==> src/hw/rtl/ipadf_pkg.sv <==
`timescale 1ns / 1ps
// ----------------------------------------------------------------------------
// ipadf_pkg: shared types and constants for the IPA deframer
// Frame and element phases, event codes, job and store-write records.
// ----------------------------------------------------------------------------
package ipadf_pkg;

	localparam int LEN_W = 6;

	localparam logic [7:0] PROTO_CCM      = 8'hFE;
	localparam logic [7:0] PROTO_OSMO     = 8'hEE;
	localparam logic [7:0] EXT_GSUP       = 8'h05;
	localparam logic [7:0] CCM_MSG_PING   = 8'h00;
	localparam logic [7:0] CCM_MSG_ID_REQ = 8'h04;
	localparam logic [7:0] CCM_MSG_ID_OK  = 8'h06;
	localparam logic [7:0] GSUP_SRI_ERR   = 8'h46;
	localparam logic [7:0] GSUP_SRI_RES   = 8'h47;
	localparam logic [7:0] IE_IMSI        = 8'h01;

	typedef enum logic [2:0] {
		PH_LEN_HI = 3'd0,
		PH_LEN_LO = 3'd1,
		PH_SKIP   = 3'd2,
		PH_PROTO  = 3'd3,
		PH_EXT    = 3'd4,
		PH_BODY   = 3'd5
	} frame_phase_t;

	typedef enum logic [1:0] {
		EL_TAG = 2'd0,
		EL_LEN = 2'd1,
		EL_VAL = 2'd2
	} el_phase_t;

	typedef enum logic [2:0] {
		EV_PING  = 3'd0,
		EV_IDGET = 3'd1,
		EV_IDACK = 3'd2,
		EV_FAIL  = 3'd3,
		EV_IMSI  = 3'd4
	} event_t;

	typedef enum logic [1:0] {
		BK_IDLE = 2'd0,
		BK_NEXT = 2'd1,
		BK_CHK  = 2'd2
	} back_state_t;

	typedef struct packed {
		event_t             ev;
		logic [LEN_W-1:0]   len;
	} job_t;

	typedef struct packed {
		logic               we;
		logic [LEN_W-1:0]   addr;
		logic [7:0]         data;
	} store_wr_t;

endpackage

==> src/hw/rtl/ipadf_front.sv <==
`timescale 1ns / 1ps
// ----------------------------------------------------------------------------
// ipadf_front: frame parser
// Splits the byte stream into IPA frames, walks GSUP elements, writes IMSI
// bytes into the store and posts one job per reporting frame.
// ----------------------------------------------------------------------------
module ipadf_front #(
	parameter int IMSI_BUF_BYTES = 32
) (
	input  logic                 clk,
	input  logic                 arst_n,
	input  logic                 s_tvalid,
	output logic                 s_tready,
	input  logic [7:0]           s_tdata,
	input  logic                 s_tuser,
	input  logic                 q_full,
	output logic                 q_push,
	output ipadf_pkg::job_t      q_job,
	output ipadf_pkg::store_wr_t store_wr,
	input  logic                 imsi_done
);

	ipadf_pkg::frame_phase_t      phase_q, phase_d;
	ipadf_pkg::el_phase_t         elph_q, elph_d;
	logic [15:0]                  flen_q, flen_d;
	logic [15:0]                  left_q, left_d;
	logic [15:0]                  left_dec;
	logic [7:0]                   proto_q, proto_d;
	logic [7:0]                   ext_q, ext_d;
	logic [7:0]                   mtype_q, mtype_d;
	logic [7:0]                   eltag_q, eltag_d;
	logic [7:0]                   elleft_q, elleft_d;
	logic [7:0]                   elleft_dec;
	logic                         stop_q, stop_d;
	logic                         copy_q, copy_d;
	logic [ipadf_pkg::LEN_W-1:0]  ilen_q, ilen_d;
	logic                         hold_q;
	logic                         accept;
	logic                         frame_end;
	logic                         first;
	logic [7:0]                   b;

	assign b        = s_tdata;
	assign s_tready = !q_full && !hold_q;
	assign accept   = s_tvalid && s_tready;

	always_ff @(posedge clk or negedge arst_n) begin
		if (!arst_n) begin
			phase_q  <= ipadf_pkg::PH_LEN_HI;
			elph_q   <= ipadf_pkg::EL_TAG;
			flen_q   <= '0;
			left_q   <= '0;
			proto_q  <= '0;
			ext_q    <= '0;
			mtype_q  <= '0;
			eltag_q  <= '0;
			elleft_q <= '0;
			stop_q   <= 1'b0;
			copy_q   <= 1'b0;
			ilen_q   <= '0;
			hold_q   <= 1'b0;
		end else begin
			phase_q  <= phase_d;
			elph_q   <= elph_d;
			flen_q   <= flen_d;
			left_q   <= left_d;
			proto_q  <= proto_d;
			ext_q    <= ext_d;
			mtype_q  <= mtype_d;
			eltag_q  <= eltag_d;
			elleft_q <= elleft_d;
			stop_q   <= stop_d;
			copy_q   <= copy_d;
			ilen_q   <= ilen_d;
			if (q_push && q_job.ev == ipadf_pkg::EV_IMSI) begin
				hold_q <= 1'b1;
			end else if (imsi_done) begin
				hold_q <= 1'b0;
			end
		end
	end

	assign left_dec   = left_q - 16'd1;
	assign elleft_dec = elleft_q - 8'd1;
	assign first      = (left_q == flen_q - 16'd1);

	always_comb begin
		phase_d   = phase_q;
		elph_d    = elph_q;
		flen_d    = flen_q;
		left_d    = left_q;
		proto_d   = proto_q;
		ext_d     = ext_q;
		mtype_d   = mtype_q;
		eltag_d   = eltag_q;
		elleft_d  = elleft_q;
		stop_d    = stop_q;
		copy_d    = copy_q;
		ilen_d    = ilen_q;
		frame_end = 1'b0;
		store_wr  = '0;
		q_push    = 1'b0;
		q_job     = '{ev: ipadf_pkg::EV_FAIL, len: '0};

		if (accept) begin
			if (s_tuser) begin
				phase_d  = ipadf_pkg::PH_LEN_HI;
				elph_d   = ipadf_pkg::EL_TAG;
				flen_d   = '0;
				left_d   = '0;
				proto_d  = '0;
				ext_d    = '0;
				mtype_d  = '0;
				eltag_d  = '0;
				elleft_d = '0;
				stop_d   = 1'b0;
				copy_d   = 1'b0;
				ilen_d   = '0;
			end else begin
				unique case (phase_q)
					ipadf_pkg::PH_LEN_HI: begin
						flen_d  = {b, 8'h00};
						phase_d = ipadf_pkg::PH_LEN_LO;
					end
					ipadf_pkg::PH_LEN_LO: begin
						flen_d  = {flen_q[15:8], b};
						phase_d = ({flen_q[15:8], b} == 16'd0) ? ipadf_pkg::PH_SKIP
							: ipadf_pkg::PH_PROTO;
					end
					ipadf_pkg::PH_SKIP: begin
						phase_d = ipadf_pkg::PH_LEN_HI;
					end
					ipadf_pkg::PH_PROTO: begin
						proto_d  = b;
						left_d   = flen_q;
						mtype_d  = '0;
						elph_d   = ipadf_pkg::EL_TAG;
						eltag_d  = '0;
						elleft_d = '0;
						stop_d   = 1'b0;
						copy_d   = 1'b0;
						ilen_d   = '0;
						phase_d  = ipadf_pkg::PH_EXT;
					end
					ipadf_pkg::PH_EXT: begin
						ext_d  = b;
						left_d = left_dec;
						if (left_dec == 16'd0) begin
							frame_end = 1'b1;
						end else begin
							phase_d = ipadf_pkg::PH_BODY;
						end
					end
					ipadf_pkg::PH_BODY: begin
						left_d = left_dec;
						if (proto_q == ipadf_pkg::PROTO_OSMO && ext_q == ipadf_pkg::EXT_GSUP)
						begin
							if (first) begin
								mtype_d = b;
							end else if (mtype_q == ipadf_pkg::GSUP_SRI_RES && !stop_q) begin
								unique case (elph_q)
									ipadf_pkg::EL_TAG: begin
										eltag_d = b;
										elph_d  = ipadf_pkg::EL_LEN;
									end
									ipadf_pkg::EL_LEN: begin
										elleft_d = b;
										copy_d   = 1'b0;
										if ({8'h00, b} > left_dec) begin
											stop_d = 1'b1;
										end else begin
											if (eltag_q == ipadf_pkg::IE_IMSI &&
												b < 8'(IMSI_BUF_BYTES)) begin
												copy_d = 1'b1;
												ilen_d = b[ipadf_pkg::LEN_W-1:0];
											end
											elph_d = (b == 8'd0) ? ipadf_pkg::EL_TAG
												: ipadf_pkg::EL_VAL;
										end
									end
									ipadf_pkg::EL_VAL: begin
										if (copy_q && elleft_q <= {2'b00, ilen_q}) begin
											store_wr.we   = 1'b1;
											store_wr.addr = ilen_q -
												elleft_q[ipadf_pkg::LEN_W-1:0];
											store_wr.data = b;
										end
										elleft_d = elleft_dec;
										if (elleft_dec == 8'd0) begin
											elph_d = ipadf_pkg::EL_TAG;
											copy_d = 1'b0;
										end
									end
									default: begin
										elph_d = ipadf_pkg::EL_TAG;
									end
								endcase
							end
						end
						if (left_dec == 16'd0) begin
							frame_end = 1'b1;
						end
					end
					default: begin
						phase_d = ipadf_pkg::PH_LEN_HI;
					end
				endcase

				if (frame_end) begin
					phase_d = ipadf_pkg::PH_LEN_HI;
					if (proto_q == ipadf_pkg::PROTO_CCM) begin
						q_push = 1'b1;
						priority if (ext_d == ipadf_pkg::CCM_MSG_PING) begin
							q_job.ev = ipadf_pkg::EV_PING;
						end else if (ext_d == ipadf_pkg::CCM_MSG_ID_REQ) begin
							q_job.ev = ipadf_pkg::EV_IDGET;
						end else if (ext_d == ipadf_pkg::CCM_MSG_ID_OK) begin
							q_job.ev = ipadf_pkg::EV_IDACK;
						end else begin
							q_push = 1'b0;
						end
					end else if (proto_q == ipadf_pkg::PROTO_OSMO &&
						ext_d == ipadf_pkg::EXT_GSUP && flen_q >= 16'd2) begin
						if (mtype_d == ipadf_pkg::GSUP_SRI_ERR) begin
							q_push   = 1'b1;
							q_job.ev = ipadf_pkg::EV_FAIL;
						end else if (mtype_d == ipadf_pkg::GSUP_SRI_RES) begin
							q_push    = 1'b1;
							q_job.ev  = ipadf_pkg::EV_IMSI;
							q_job.len = ilen_d;
						end
					end
				end
			end
		end
	end

endmodule

==> src/hw/rtl/ipadf_queue.sv <==
`timescale 1ns / 1ps
// ----------------------------------------------------------------------------
// ipadf_queue: two-entry job queue
// Decouples the frame parser from the result sequencer.
// ----------------------------------------------------------------------------
module ipadf_queue (
	input  logic            clk,
	input  logic            arst_n,
	input  logic            push,
	input  ipadf_pkg::job_t push_job,
	input  logic            pop,
	output ipadf_pkg::job_t head,
	output logic            empty,
	output logic            full
);

	ipadf_pkg::job_t slot_q [2];
	logic            wr_q;
	logic            rd_q;
	logic [1:0]      cnt_q;

	assign head  = slot_q[rd_q];
	assign empty = (cnt_q == 2'd0);
	assign full  = (cnt_q == 2'd2);

	always_ff @(posedge clk) begin
		if (push && !full) begin
			slot_q[wr_q] <= push_job;
		end
	end

	always_ff @(posedge clk or negedge arst_n) begin
		if (!arst_n) begin
			wr_q  <= 1'b0;
			rd_q  <= 1'b0;
			cnt_q <= 2'd0;
		end else begin
			if (push && !full) begin
				wr_q <= !wr_q;
			end
			if (pop && !empty) begin
				rd_q <= !rd_q;
			end
			cnt_q <= cnt_q + {1'b0, push && !full} - {1'b0, pop && !empty};
		end
	end

endmodule

==> src/hw/rtl/ipadf_back.sv <==
`timescale 1ns / 1ps
// ----------------------------------------------------------------------------
// ipadf_back: result sequencer
// Holds the IMSI store, turns jobs into result items and drives the
// registered output stage.
// ----------------------------------------------------------------------------
module ipadf_back #(
	parameter int IMSI_BUF_BYTES = 32
) (
	input  logic                 clk,
	input  logic                 arst_n,
	input  ipadf_pkg::job_t      head,
	input  logic                 empty,
	output logic                 pop,
	input  ipadf_pkg::store_wr_t store_wr,
	output logic                 imsi_done,
	output logic                 m_tvalid,
	input  logic                 m_tready,
	output logic [7:0]           m_tdata,
	output logic [2:0]           m_tuser,
	output logic                 m_tlast
);

	localparam int DEPTH  = IMSI_BUF_BYTES - 1;
	localparam int ADDR_W = $clog2(DEPTH);

	logic [7:0]                   mem [DEPTH];
	logic [7:0]                   rdata_q;
	ipadf_pkg::back_state_t       state_q, state_d;
	logic [ipadf_pkg::LEN_W-1:0]  k_q, k_d;
	logic [ipadf_pkg::LEN_W-1:0]  len_q, len_d;
	logic [7:0]                   hold_q, hold_d;
	logic                         out_free;
	logic                         load;
	ipadf_pkg::event_t            ld_ev;
	logic [7:0]                   ld_byte;
	logic                         ld_last;
	logic                         out_valid_q;
	ipadf_pkg::event_t            out_ev_q;
	logic [7:0]                   out_byte_q;
	logic                         out_last_q;

	always_ff @(posedge clk) begin
		if (store_wr.we) begin
			mem[store_wr.addr[ADDR_W-1:0]] <= store_wr.data;
		end
		if (k_q < ipadf_pkg::LEN_W'(DEPTH)) begin
			rdata_q <= mem[k_q[ADDR_W-1:0]];
		end
	end

	assign out_free = !out_valid_q || m_tready;

	always_ff @(posedge clk or negedge arst_n) begin
		if (!arst_n) begin
			state_q <= ipadf_pkg::BK_IDLE;
			k_q     <= '0;
			len_q   <= '0;
		end else begin
			state_q <= state_d;
			k_q     <= k_d;
			len_q   <= len_d;
		end
	end

	always_ff @(posedge clk) begin
		hold_q <= hold_d;
	end

	always_comb begin
		state_d   = state_q;
		k_d       = k_q;
		len_d     = len_q;
		hold_d    = hold_q;
		pop       = 1'b0;
		imsi_done = 1'b0;
		load      = 1'b0;
		ld_ev     = ipadf_pkg::EV_FAIL;
		ld_byte   = 8'h00;
		ld_last   = 1'b1;
		unique case (state_q)
			ipadf_pkg::BK_IDLE: begin
				if (!empty) begin
					if (head.ev == ipadf_pkg::EV_IMSI) begin
						if (head.len == '0) begin
							if (out_free) begin
								pop       = 1'b1;
								load      = 1'b1;
								imsi_done = 1'b1;
							end
						end else begin
							pop     = 1'b1;
							len_d   = head.len;
							k_d     = '0;
							state_d = ipadf_pkg::BK_NEXT;
						end
					end else if (out_free) begin
						pop   = 1'b1;
						load  = 1'b1;
						ld_ev = head.ev;
					end
				end
			end
			ipadf_pkg::BK_NEXT: begin
				if (k_q == len_q) begin
					if (out_free) begin
						load      = 1'b1;
						ld_ev     = ipadf_pkg::EV_IMSI;
						ld_byte   = hold_q;
						imsi_done = 1'b1;
						state_d   = ipadf_pkg::BK_IDLE;
					end
				end else begin
					state_d = ipadf_pkg::BK_CHK;
				end
			end
			ipadf_pkg::BK_CHK: begin
				if (rdata_q == 8'h00) begin
					if (out_free) begin
						load      = 1'b1;
						imsi_done = 1'b1;
						state_d   = ipadf_pkg::BK_IDLE;
						if (k_q != '0) begin
							ld_ev   = ipadf_pkg::EV_IMSI;
							ld_byte = hold_q;
						end
					end
				end else if (k_q == '0) begin
					hold_d  = rdata_q;
					k_d     = k_q + 1'b1;
					state_d = ipadf_pkg::BK_NEXT;
				end else if (out_free) begin
					load    = 1'b1;
					ld_ev   = ipadf_pkg::EV_IMSI;
					ld_byte = hold_q;
					ld_last = 1'b0;
					hold_d  = rdata_q;
					k_d     = k_q + 1'b1;
					state_d = ipadf_pkg::BK_NEXT;
				end
			end
			default: begin
				state_d = ipadf_pkg::BK_IDLE;
			end
		endcase
	end

	always_ff @(posedge clk or negedge arst_n) begin
		if (!arst_n) begin
			out_valid_q <= 1'b0;
		end else if (load) begin
			out_valid_q <= 1'b1;
		end else if (m_tready) begin
			out_valid_q <= 1'b0;
		end
	end

	always_ff @(posedge clk) begin
		if (load) begin
			out_ev_q   <= ld_ev;
			out_byte_q <= ld_byte;
			out_last_q <= ld_last;
		end
	end

	assign m_tvalid = out_valid_q;
	assign m_tdata  = out_byte_q;
	assign m_tuser  = out_ev_q;
	assign m_tlast  = out_last_q;

endmodule

==> src/hw/rtl/ipa_deframer_gsup_imsi_extract.sv <==
`timescale 1ns / 1ps
// ----------------------------------------------------------------------------
// ipa_deframer_gsup_imsi_extract: IPA deframer with GSUP IMSI extraction
// Parses IPA frames from a byte stream, reports CCM ping, identity and SRI-SM
// error messages, and emits a GSUP SRI-SM result's IMSI one byte per item.
// ----------------------------------------------------------------------------
// Stream bytes are taken one per cycle while s_tready is high. A frame that
// reports a CCM message or an SRI-SM error posts one job into a two-entry
// queue and input keeps flowing while the queue has room. A frame that ends
// an SRI-SM result holds input off until its IMSI has been emitted: the IMSI
// store has one registered read port, so the sequencer reads each character
// in BK_NEXT and checks it in BK_CHK. The hold also covers any output stall
// and any jobs queued ahead. s_tuser high on an item resets the parser and
// discards any partial frame.
module ipa_deframer_gsup_imsi_extract #(
	parameter int IMSI_BUF_BYTES = 32
) (
	input  logic       clk,
	input  logic       arst_n,
	input  logic       s_tvalid,
	output logic       s_tready,
	input  logic [7:0] s_tdata,   // [7:0] rx_byte
	input  logic       s_tuser,   // [0] mode
	output logic       m_tvalid,
	input  logic       m_tready,
	output logic [7:0] m_tdata,   // [7:0] imsi_byte
	output logic [2:0] m_tuser,   // [2:0] event_res
	output logic       m_tlast
);

	ipadf_pkg::job_t      q_job;
	ipadf_pkg::job_t      q_head;
	ipadf_pkg::store_wr_t store_wr;
	logic                 q_push;
	logic                 q_pop;
	logic                 q_empty;
	logic                 q_full;
	logic                 imsi_done;

	ipadf_front #(
		.IMSI_BUF_BYTES(IMSI_BUF_BYTES)
	) u_front (
		.clk      (clk),
		.arst_n   (arst_n),
		.s_tvalid (s_tvalid),
		.s_tready (s_tready),
		.s_tdata  (s_tdata),
		.s_tuser  (s_tuser),
		.q_full   (q_full),
		.q_push   (q_push),
		.q_job    (q_job),
		.store_wr (store_wr),
		.imsi_done(imsi_done)
	);

	ipadf_queue u_queue (
		.clk     (clk),
		.arst_n  (arst_n),
		.push    (q_push),
		.push_job(q_job),
		.pop     (q_pop),
		.head    (q_head),
		.empty   (q_empty),
		.full    (q_full)
	);

	ipadf_back #(
		.IMSI_BUF_BYTES(IMSI_BUF_BYTES)
	) u_back (
		.clk      (clk),
		.arst_n   (arst_n),
		.head     (q_head),
		.empty    (q_empty),
		.pop      (q_pop),
		.store_wr (store_wr),
		.imsi_done(imsi_done),
		.m_tvalid (m_tvalid),
		.m_tready (m_tready),
		.m_tdata  (m_tdata),
		.m_tuser  (m_tuser),
		.m_tlast  (m_tlast)
	);

`ifndef SYNTH
	a_no_overflow: assert property (@(posedge clk) disable iff (!arst_n)
		!(q_push && q_full))
		else $error("job queue overflow");

	a_imsi_nonzero: assert property (@(posedge clk) disable iff (!arst_n)
		(m_tvalid && m_tuser == ipadf_pkg::EV_IMSI) |-> (m_tdata != 8'h00))
		else $error("zero IMSI character emitted");

	a_single_last: assert property (@(posedge clk) disable iff (!arst_n)
		(m_tvalid && m_tuser != ipadf_pkg::EV_IMSI) |-> (m_tlast && m_tdata == 8'h00))
		else $error("single-item event without last or with data");

	a_no_store_write_while_busy: assert property (@(posedge clk) disable iff (!arst_n)
		(u_back.state_q != ipadf_pkg::BK_IDLE) |-> !store_wr.we)
		else $error("IMSI store written while being read");
`endif

endmodule

==> config.mk <==
export PLATFORM = sky130hd
export DESIGN_NAME = ipa_deframer_gsup_imsi_extract
export DESIGN_NICKNAME = d
export VERILOG_FILES = /design/src/hw/rtl/ipadf_pkg.sv /design/src/hw/rtl/ipadf_front.sv /design/src/hw/rtl/ipadf_queue.sv /design/src/hw/rtl/ipadf_back.sv /design/src/hw/rtl/ipa_deframer_gsup_imsi_extract.sv
export SDC_FILE = /design/constraint.sdc
export NUM_CORES = 1
export LEC_CHECK = 0
export BUFFER_PORTS_ARGS = -buffer_cell sky130_fd_sc_hd__buf_4
export CAP_MARGIN = 15
export CORE_MARGIN = 3
export CORE_UTILIZATION = 55
export DETAILED_ROUTE_END_ITERATION = 8
export MAX_ROUTING_LAYER = met4
export PLACE_DENSITY = 0.71
export SYNTH_ARGS = -nofsm -noshare
export SYNTH_HDL_FRONTEND = slang
export SYNTH_SLANG_ARGS = --single-unit
export TNS_END_PERCENT = 30
==> constraint.sdc <==
create_clock -name clk -period 5.2 [get_ports clk]
set_input_delay 1.3 -clock clk [delete_from_list [all_inputs] [get_ports clk]]
set_output_delay 1.3 -clock clk [all_outputs]
set_load 0.01 [all_outputs]
# Word level (Yosys, flattened, before mapping)
# Memory sizes are Yosys's and may differ from the RTL's. A register that Yosys moved wholly into a read port is not among the register bits.
# Cells that the tools add are included.
# classes
add_sub_neg	7
order_cmp	5
eq_ne	41
n_mux	160
bitwise_logic	4
reduce_logical	57
# ops
cell	n
8-bit 2-to-1 mux	28
15-bit 2-to-1 mux	8
6-bit 2-to-1 mux	15
8-bit case mux with 2 select lines	5
16-bit case mux with 2 select lines	2
1-bit 2-to-1 mux	52
3-bit 2-to-1 mux	16
9-bit 2-to-1 mux	5
8-bit by 3-bit equality test with 1-bit output, second input constant	4
16-bit zero test	2
8-bit zero test	4
16-bit 2-to-1 mux	2
16-bit by 1-bit subtractor with 16-bit output, second input constant	2
2-bit 2-to-1 mux	15
8-bit by 7-bit equality test with 1-bit output, second input constant	3
6-bit case mux with 2 select lines	2
7-bit AND reduction	3
6-bit AND reduction	3
16-bit equality test	1
8-bit equality test, second input constant	2
16-bit by 2-bit >= comparator with 1-bit output, second input constant	1
8-bit by 16-bit > comparator with 1-bit output	1
3-bit case mux with 5 select lines	1
3-bit equality test, second input constant	4
42 further kinds	93
# totals
ff_bits	125
ram_bits	266
in_bits	13
output_inout_bits	14
wordCells	301
mem_count	2
# mem_list
name	words	width	rd	rd_ports_with_merged_regs	write_ports	line_no	rtl
u_back.mem	31	8	1	1	1	ipadf_back.sv:27	logic [7:0] mem [DEPTH];
u_queue.slot_q	2	9	1	0	1	ipadf_queue.sv:17	ipadf_pkg::job_t slot_q [2];

# Logic depth before layout (Yosys ltp)
# Gate-level depths: netlist (run 1).
# depth
ltp_word	19
ltp_mapped	15
depth_no_buf	14

# Modules after synthesis
# A second synthesis (run 1) with hierarchy kept.
# unflattened
hier_cells	1448
area_unflattened_um2	18939.4
# modules_own_cells
module	n_inst	cells_per_inst	area_each_um2
ipadf_back	1	649	11783.8
ipadf_front	1	753	6306.0
ipadf_queue	1	46	849.6

# Worst setup path after synthesis (run 1)
# No wires, ideal clock.
# synth_path
path_type	register to register
from	reg u_front.flen_q[0]
to	mem u_queue.slot_q[0][0] (netlist bit) (enable)
setup_time_ps	375
t_arrival_ps	3539
t_required_ps	4825
slack_ps	1285
path_stages_with_launch	11
synth_period_minus_slack_ps	3915
cell_sequence	dfrtp_1 buf_6 or4_4 or3_2 nor4_1 o21ai_1 nor4_4 mux2i_1 a211oi_2 o21a_2 nor2b_1
# synth_via
elab_chain_cells	18
word_cells_on_any_way	21
cone_classes	1 x add/sub; 1 x order compare; 3 x eq/ne; 14 x mux; 2 x reduce/logical
# synth_rtl
item	line_no	rtl
start: declaration	ipadf_front.sv:25	logic [15:0] flen_q, flen_d;
start signal: assignment	ipadf_front.sv:65	flen_q <= flen_d;
16-bit by 1-bit subtractor with 16-bit output	ipadf_front.sv:85	assign first = (left_q == flen_q - 16'd1);
16-bit equality test	ipadf_front.sv:85	
8-bit 2-to-1 mux	ipadf_front.sv:158	if (first) begin
8-bit 2-to-1 mux	ipadf_front.sv:156	if (proto_q == ipadf_pkg::PROTO_OSMO && ext_q == ipadf_pkg::EXT_GSUP)
8-bit case mux with 2 select lines	ipadf_front.sv:120	unique case (phase_q)
8-bit 2-to-1 mux	ipadf_front.sv:106	if (s_tuser) begin
8-bit 2-to-1 mux	ipadf_front.sv:105	if (accept) begin
8-bit by 7-bit equality test with 1-bit output	ipadf_front.sv:227	end else if (mtype_d == ipadf_pkg::GSUP_SRI_RES) begin
[2 not listed]	n/a	
1-bit 2-to-1 mux (*)	ipadf_front.sv:222	end else if (proto_q == ipadf_pkg::PROTO_OSMO &&
1-bit 2-to-1 mux (*)	ipadf_front.sv:211	if (proto_q == ipadf_pkg::PROTO_CCM) begin
1-bit 2-to-1 mux (*)	ipadf_front.sv:209	if (frame_end) begin
1-bit 2-to-1 mux (*)	ipadf_front.sv:106	
1-bit 2-to-1 mux (*)	ipadf_front.sv:105	
1-bit logical AND (*)	ipadf_queue.sv:27	if (push && !full) begin
1-bit 2-to-1 mux (*)	ipadf_queue.sv:27	
1-bit 2-to-1 mux (not written as such) (*)	ipadf_queue.sv:28	slot_q[wr_q] <= push_job;
end: declaration	ipadf_queue.sv:17	
# Every way passes the cells marked *; elsewhere a longest branch is shown, timed or not. The select of a mux whose other input is x is not followed.

# Worst setup path in the final report (run 1)
# layout_path
from	reg u_front.flen_q[0]
to	mem u_queue.slot_q[0][4] (netlist bit) (enable)
# Same word-level chain as after synthesis.

==> results.md, run 1 <==
- The synthesis-to-finish area growth is 10.77%.
- The fraction of power consumed by combinational cells is 17.8%.
- The worst setup path is launched from a flop.
- The initial cell density of the core is between 50% and 60%.
- CTS built an H-tree with a depth of 2.
- The final-report max-slew violation count was 0.
- Across all setup checks in the final design, the least slack found is 0.7003 ns.
- The met1 track demand over resource in global routing is a little under two fifths.
- Timing would allow up to 222.2 MHz.
- The synthesis warning total is 0.
- TritonCTS built the clock tree.
- The flow ran to the end, and the final reports show no timing, DRC or antenna violations.
- The critical path required time is between 5 and 6 ns.
- For met3 alone, demand over resource in global routing was approximately 4.5%.
- The setup clock skew after layout is 0.02372 ns.
- The library cell used most frequently in the layout, excluding fill and tap cells, is sky130_fd_sc_hd__edfxtp_1.
- The die covers 0.03567 sq mm.
- The kind of end point of the critical path is a flop.
- The first TritonRoute pass finished after 5 iterations.
- The sequential share of power is roughly 47%.
- The portion of the post-synthesis area used by sequential elements is between 60 and 70%.
- The transition time of the tightest slew-check pin is slightly above 1 ns.
- After the flow finishes, the layout carries non-filler instances totaling around 1,900.
- The arrival time reported for the critical path endpoint is around 4.7 ns.
- Global routing consumed, on the met2 layer, 37.56% of the routing resources.
- The diode insertion count for antenna repair is 0.
- The finished cells cover a little over 0.02 sq mm.
- The reported leakage power is 0.006516 uW.
- The launching point of the worst reg2reg path is u_front.flen_q[0].
- The tree is rooted in a sky130_fd_sc_hd__clkbuf_16.
- The reported net switching power is 2226 uW.
- In this run switching power makes up about 28% of total power.
- The final setup violation count is 0.
- Buffers inserted to repair hold after CTS numbered 0.
- Setup repair after global routing left no endpoint under its margin.
- The number of unique standard cell types used by synthesis is 75.
- The placed instances occupy a cell area of 0.01906 sq mm.
- The final total negative setup slack is 0 ns.
- The share of layout cells above drive strength 1 is 15.38%.
- The internal power is 5803 uW.
- For this design the top-level I/O count stands at 27.
- The critical path capture point is u_queue.slot_q[0][4].
- The routability congestion estimate from global placement is about 0.92.
- The worst hold slack after final layout is 0.4525 ns.
- The destination of the worst register-to-register timing path is u_queue.slot_q[0][4].
- For the worst flop-to-flop path, the logic depth is 10.
- The port buffer count is 26.
- The worst voltage drop across the vdd grid is 0.0002386 V.
- From left edge to right edge, the die measures between 150 and 200 microns.
- The starting DRC count in detailed routing is 1,253.
- The routed design has approximately 43 mm of wire.
- The number of design rule violations left after detail routing is 0.
- After legalization and detailed placement, the total HPWL measured about 29 mm.
- In this run the worst path has a maximum fanout of 10.
- After clock tree synthesis, the clock-pin slew on the worst setup and hold paths is 0.06 ns.
- No sink is reached through more buffers than the 3 on the longest clock path.
- OpenSTA, run right after detailed placement, puts the worst setup slack at 0.7024 ns.
- The count of endpoints failing hold in the final timing report is 0.
- Synthesis inferred 399 register bits.
- Max-cap violations in this run came to 0.
- The worst pin sits at a relative slew slack of 31.18%.
- The highest-utilization routing layer at the global route stage is met1.
- After clock tree synthesis, the repair step resized 0 gates.
- The share of total power dissipated in the clock network is 35.6%.
- Once detail routing completed, the nets flagged for antenna violations numbered 0.
- The synthesized design contains a little under 300 enable-type register cells.
- The mapped netlist covers ~0.018 sq mm.
- Entering global routing, the biggest net connects 77 pins.
- The register-to-register path setup slack is 0.70 ns.
- The launch point of the worst path is u_front.flen_q[0].
- The worst min-delay path class is reg2reg.
- The number of antenna violations at the first check in global routing came to 0.
- For this design the ratio of total power to cell area is 394.1 mW/mm^2.
- The leading register cell type out of synthesis is sky130_fd_sc_hd__edfxtp_1.
- The number of global-route vias before repair was 11,292.
- The detailed router placed 11,681 vias in this run.
- The critical path class is reg2reg.
- The global-route wire length before repair is 68.18 mm.
- The smallest clock period supported by the final layout is computed as 4.500 ns.
- The die span in y is 188.9 microns.
- The via-per-instance ratio is 6.240.
- Global routing used 25.60% of the available tracks across all layers.
- In the layout the commonest cells are sky130_fd_sc_hd__edfxtp_1, sky130_fd_sc_hd__nand2_1, sky130_fd_sc_hd__dfrtp_1.
- The total global routing overflow is 0.
- The net count after synthesis is between 1,000 and 1,500.
- The detailed-route wire length per cell is about 23 microns.
- The proportion of synthesized flip-flops having asynchronous set or reset is 26.32%.
- Clock tree synthesis inserted a total of between 40 and 50 buffers.
- The placeable core area is 0.03278 sq mm.
- In this run the core area contains 66 standard-cell rows.
- Dividing the synthesized area by the synthesized cell count gives 13.42 sq um.
- Post-CTS timing repair inserted 0 buffers for setup.
- The gate count after technology mapping is 1,371.
- After the last flow step, the layout net total stands at between 1,000 and 1,500.
- At the later pin of the worst-skew pair, clock insertion delay measures ~0.54 ns.
- The number of sinks driven by the clock tree is 399.
- The share of the clock period used by the worst path is 86.53%.
- Once placement completed, the tool counted placed cells totaling 1,795.
[cells in the mapped netlist (21+ instances only)]
master	number	area, sq um
sky130_fd_sc_hd__a21oi_1	40	200.2
sky130_fd_sc_hd__and2_1	21	131.4
sky130_fd_sc_hd__clkbuf_1	57	214.0
sky130_fd_sc_hd__dfrtp_1	105	2628
sky130_fd_sc_hd__edfxtp_1	294	8828
sky130_fd_sc_hd__ha_1	32	400.4
sky130_fd_sc_hd__inv_1	44	165.2
sky130_fd_sc_hd__mux2i_1	28	280.3
sky130_fd_sc_hd__mux4_2	72	1622
sky130_fd_sc_hd__nand2_1	152	570.6
sky130_fd_sc_hd__nand3_1	35	175.2
sky130_fd_sc_hd__nor2_1	99	371.6
sky130_fd_sc_hd__nor3_1	21	105.1
sky130_fd_sc_hd__o21ai_0	87	435.4
sky130_fd_sc_hd__xnor2_1	33	289.0
[per-layer routing]
layer,vias to the layer above,part of all wire [%]
met5,-,0
met3,72,9.8
met2,598,45
li1,5231,-
met4,0,1.8
met1,5780,43
[worst max-delay path, stage by stage, from the launching register on]
cell and delay, ns:
sky130_fd_sc_hd__dfrtp_1 0.46, sky130_fd_sc_hd__inv_1 0.12, sky130_fd_sc_hd__ha_1 0.20, sky130_fd_sc_hd__or4b_2 0.64, sky130_fd_sc_hd__o41ai_1 0.51, sky130_fd_sc_hd__o21ai_1 0.26, sky130_fd_sc_hd__nor4_4 0.58, sky130_fd_sc_hd__mux2i_1 0.17
sky130_fd_sc_hd__a211oi_2 0.33, sky130_fd_sc_hd__o21a_2 0.22, sky130_fd_sc_hd__nor2b_1 0.62
[registers in the layout, summed over array words and instances, names as in the netlist, 3 cells and up]
| name | flops |
|---|---|
| u_front.phase_q | 3 |
| u_back.rdata_q | 8 |
| u_front.elleft_q | 8 |
| u_back.k_q | 6 |
| u_front.ext_q | 8 |
| u_back.hold_q | 8 |
| u_back.m_tuser | 3 |
| u_front.left_q | 16 |
| u_front.eltag_q | 8 |
| u_back.mem | 248 |
| u_front.flen_q | 16 |
| u_front.ilen_q | 6 |
| u_front.proto_q | 8 |
| u_queue.slot_q | 18 |
| u_front.mtype_q | 8 |
| u_back.m_tdata | 8 |
| u_back.len_q | 6 |
[per-stage QoR]
stage                     utilization, %  power (uW)
after floorplan                        -        4793
after detailed placement           58.14        5198
after global placement             58.14        5183
final                              62.15        8029
after global routing               62.15        8381
after CTS                          62.13        8038
[layout make-up]
type / count / area (sq um)
tap: 442 / 553.0
clock buffer: 57 / 1135
timing repair buffer: 51 / 382.9
fill: 2389 / 12410
inverter: 44 / 165.2
multi-input combinational: 860 / 6506
clock inverter: 19 / 171.4
sequential: 399 / 11460
[power groups by stage]
stage	sequential, uW	combinational (uW)	clock [uW]
2_1_floorplan	3740	1050	0
3_3_place_gp	3800	1390	0
3_5_place_dp	3800	1400	0
4_1_cts	3740	1410	2900
5_1_grt	3750	1590	3030
6_report	3740	1430	2860
[cell families after synthesis]
group,synth area share [%]
compound gates,8.414
simple gates,11.26
fa+ha+maj,2.286
flops,62.28
buf+inv,2.347
xor+xnor,2.394
mux,11.01
[worst min-delay path by stage]
| stage | end | startpoint | slack, ns | cells after the start |
|---|---|---|---|---|
| floorplan | u_back.hold_q[1] | u_back.rdata_q[1] | 0.43 | 0 |
| global placement | u_back.hold_q[4] | u_back.rdata_q[4] | 0.44 | 0 |
| detailed placement | u_back.hold_q[3] | u_back.rdata_q[3] | 0.44 | 0 |
| CTS | u_back.hold_q[4] | u_back.rdata_q[4] | 0.46 | 0 |
| global route | u_back.hold_q[0] | u_back.rdata_q[0] | 0.48 | 0 |
| finish | u_back.hold_q[4] | u_back.rdata_q[4] | 0.45 | 0 |
(Power assumes the default switching activity.)
==> run 2: changes to the inputs <==
Settings changed: CORE_UTILIZATION 55 to 60, PLACE_DENSITY 0.71 to 0.76.
==> run 2 against run 1 <==
Hold slack better by 0.0079 ns; flip-flop and latch count unchanged; register-to-register slack improved by 0.06 ns; clock skew is 0.0022 ns lower.
==> results.md, run 2 (same netlist as run 1, synthesis figures left out) <==
- The part of the total power dissipated in the clock network is 35.8% (+0.2 points).
- The starting DRC count in detailed routing is 1,570 (+25%).
- The clock period minus final worst setup slack is 4.435 ns (-0.06480 ns).
- The detailed-route wire length per cell was 23.62 microns (+2.1%).
- The port buffer count is 26 (unchanged).
- The root buffer cell chosen for the clock tree is sky130_fd_sc_hd__clkbuf_16.
- Setup repair after global routing left no endpoint under its margin.
- The die span in y is 181.1 microns (-4.1%).
- The count of placed standard cells including taps came to 1,743 (-2.9%).
- The final total negative setup slack was 0 ns (unchanged).
- The overall track demand over capacity in global routing is 27.37% (+1.8 points).
- The final core area utilization is 67.89% (+5.7 points).
- The worst-skew pair later-pin latency is 0.53 ns (about the same).
- The total global routing overflow is 0 (unchanged).
- The number of clock buffers inserted by TritonCTS is 40 (-4.8%).
- The total power density per cell area is 397.0 mW/mm^2 (+0.73%).
- The detailed-route wire length was 42.96 mm (-0.79%).
- The count of placed standard cells in the final layout, fillers left out was 1,819 (-2.8%).
- Walking the worst path, the cells encountered are inv_1, ha_1, nor4b_1, nand4_1, xnor2_1, or4_4, nor4_1, mux2i_1, a211oi_2, o21a_2, nor2b_1.
- The worst setup timing slack at the placement stage is 0.7646 ns (+0.06212 ns).
- The register area is 0.01146 sq mm (unchanged).
- The routability congestion estimate from global placement is 0.9331 (+1.6%).
- The final setup violation count is 0 (unchanged).
- The initial cell density of the core is 61.41% (+5.3 points).
- The clock tree buffer depth is 3 (unchanged).
- The setup slack of the critical path after layout is 0.7651 ns (+0.06480 ns).
- The layout filler cell count is 2,015 (-16%).
- The worst setup path is captured at a flop.
- The via-per-instance ratio is 6.502 (+4.2%).
- The largest net degree at the start of global routing is 56 (-27%).
- The worst setup path is launched from a flop.
- The fraction of power consumed by combinational cells is 17.8% (about the same).
- The number of levels the H-tree was split into is 2 (unchanged).
- The global-route wire length before repair was 68.10 mm (-0.11%).
- The number of max-cap violations is 0 (unchanged).
- The maximum operating frequency came to 225.5 MHz (+1.5%).
- The final-report max-slew violation count is 0 (unchanged).
- The library cell used most frequently in the layout, excluding fill and tap cells, is sky130_fd_sc_hd__edfxtp_1.
- The number of sinks driven by the clock tree was 399 (unchanged).
- The max-slew headroom at the worst pin came to 30.73% (-0.45 points).
- The library cells used most frequently in the layout, excluding fill and tap cells, are sky130_fd_sc_hd__edfxtp_1, sky130_fd_sc_hd__nand2_1, sky130_fd_sc_hd__dfrtp_1.
- The number of vias in the routed layout is 11,828 (+1.3%).
- The count of endpoints failing hold in the final timing report came to 0 (unchanged).
- The slowest library cell on the worst path is sky130_fd_sc_hd__nor4_1.
- The overall power is 8073 uW (+0.55%).
- The placeable core area was 0.02995 sq mm (-8.6%).
- The number of gates given a new drive strength after cts is 0 (unchanged).
- The synthesis-to-finish area growth is 10.56%.
- The number of design rule violations left after detail routing was 0 (unchanged).
- The number of nets in the layout is 1,442 (-0.14%).
- The critical path required time is 5.36 ns (about the same).
- The number of hold-repair buffers added at the cts stage is 0 (unchanged).
- The reported leakage power is 0.006525 uW (+0.14%).
- The critical path class is reg2reg.
- The worst hold path belongs to the class reg2reg.
- The transition time of the tightest slew-check pin was 1.039 ns (+0.01460 ns).
- The combined area of the multi-input logic cells was 0.006506 sq mm (unchanged).
- The number of routed nets with antenna violations is 0 (unchanged).
- The worst voltage drop across the vdd grid was 0.0003558 V (+49%).
- The total half-perimeter wirelength after legalization and detailed placement is 28.68 mm (about the same).
- The peak fanout along the critical path came to 9 (-1).
- The reported net switching power is 2241 uW (+0.68%).
- The number of core rows is 63 (-4.5%).
- The post-CTS setup buffer count was 0 (unchanged).
- The share of layout cells above drive strength 1 was 15.55% (+0.16 points).
- The clock transition at the registers of the reported paths was 0.06 ns (about the same).
- The sequential share of power is 46.4% (about the same).
- The full die area came to 0.03279 sq mm (-8.1%).
- The run finished with clean final reports.
- The number of antenna violations at the first check in global routing was 1 (+1).
- The peak per-stage delay on the critical path is 0.65 ns (about the same).
- The internal power is 5832 uW (+0.50%).
- The horizontal extent of the die is 181.1 microns (-4.1%).
- The number of top-level pins is 27 (unchanged).
- The clock tree from TritonCTS is done.
- The arrival time reported for the critical path endpoint is 4.59 ns (-0.08 ns).
- The share of the clock period used by the worst path was 85.29% (-1.2 points).
- The setup clock skew after layout is 0.02148 ns (-0.002241 ns).
- The number of iterations in the first detailed-routing pass is 6 (+1).
- The flip-flop count of the largest register, all copies and words added was 248 (unchanged).
- The number of global-route vias before repair is 11,664 (+3.3%).
- The register-to-register path setup slack was 0.77 ns (+0.06 ns).
- The switching portion of total power is 27.76% (+0.036 points).
[run 2: cell types whose count changed in the layout (fill, tap and decap cells not counted), moves of 2 or more]
cell	previous run	this run
sky130_fd_sc_hd__clkbuf_4	2	0
sky130_fd_sc_hd__clkinv_4	0	2
sky130_fd_sc_hd__clkbuf_1	11	5
sky130_fd_sc_hd__clkinv_1	3	5
[run 2: final cells by class]
class | count | share of cell area [%]
multi-input cells | 860 | 31.99
repair buffers | 51 | 1.883
flip-flops and latches | 399 | 56.36
clock buffers | 49 | 5.396
clock inverters | 25 | 1.150
inverters | 44 | 0.8121
well taps | 390 | 2.399
diodes | 1 | 0.01230
[run 2: worst paths after layout]
kind	cells past startpoint	endpoint	startpoint
max in group asynchronous	2	u_front.left_q[9]	arst_n
hold / removal	0	u_back.hold_q[0]	u_back.rdata_q[0]
setup reg to reg	11	u_queue.slot_q[0][0]	u_front.flen_q[0]
min in group asynchronous	1	u_queue.rd_q	arst_n
hold reg to reg	0	u_back.hold_q[0]	u_back.rdata_q[0]
setup / recovery	11	u_queue.slot_q[0][0]	u_front.flen_q[0]
[run 2: critical path, delay by kind of cell, from the launching register on]
kind / cells / cell delay, ns
AND/OR/NAND/NOR: 5 / 2.39
flip-flops: 1 / 0.47
AO/OA/AOI/OAI: 2 / 0.51
buffers and inverters: 1 / 0.12
XOR/XNOR: 1 / 0.17
adder cells (fa/ha/maj): 1 / 0.22
multiplexers: 1 / 0.20
[run 2: routing by layer]
layer	vias to the layer above	wire, microns	GRT usage (%)
met5	-	0	-
met3	89	4134	6.422
met1	5909	18710	40.34
met4	0	1064	7.587
met2	594	19050	38.97
li1	5236	-	-
[run 2: power groups by stage]
stage / clock, uW / combinational [uW] / sequential (uW)
after global routing: 3060 / 1580 / 3760
final: 2890 / 1440 / 3740
after global placement: 0 / 1370 / 3800
after floorplan: 0 / 1050 / 3740
after detailed placement: 0 / 1390 / 3810
after CTS: 2930 / 1400 / 3750
[run 2: metrics by stage]
stage          hold slack [ns]  area (sq um)
2_1_floorplan           0.4268         18390
3_3_place_gp            0.4349         19000
3_5_place_dp            0.4462         19000
4_1_cts                 0.4620         20330
5_1_grt                 0.4720         20340
6_report                0.4604         20340
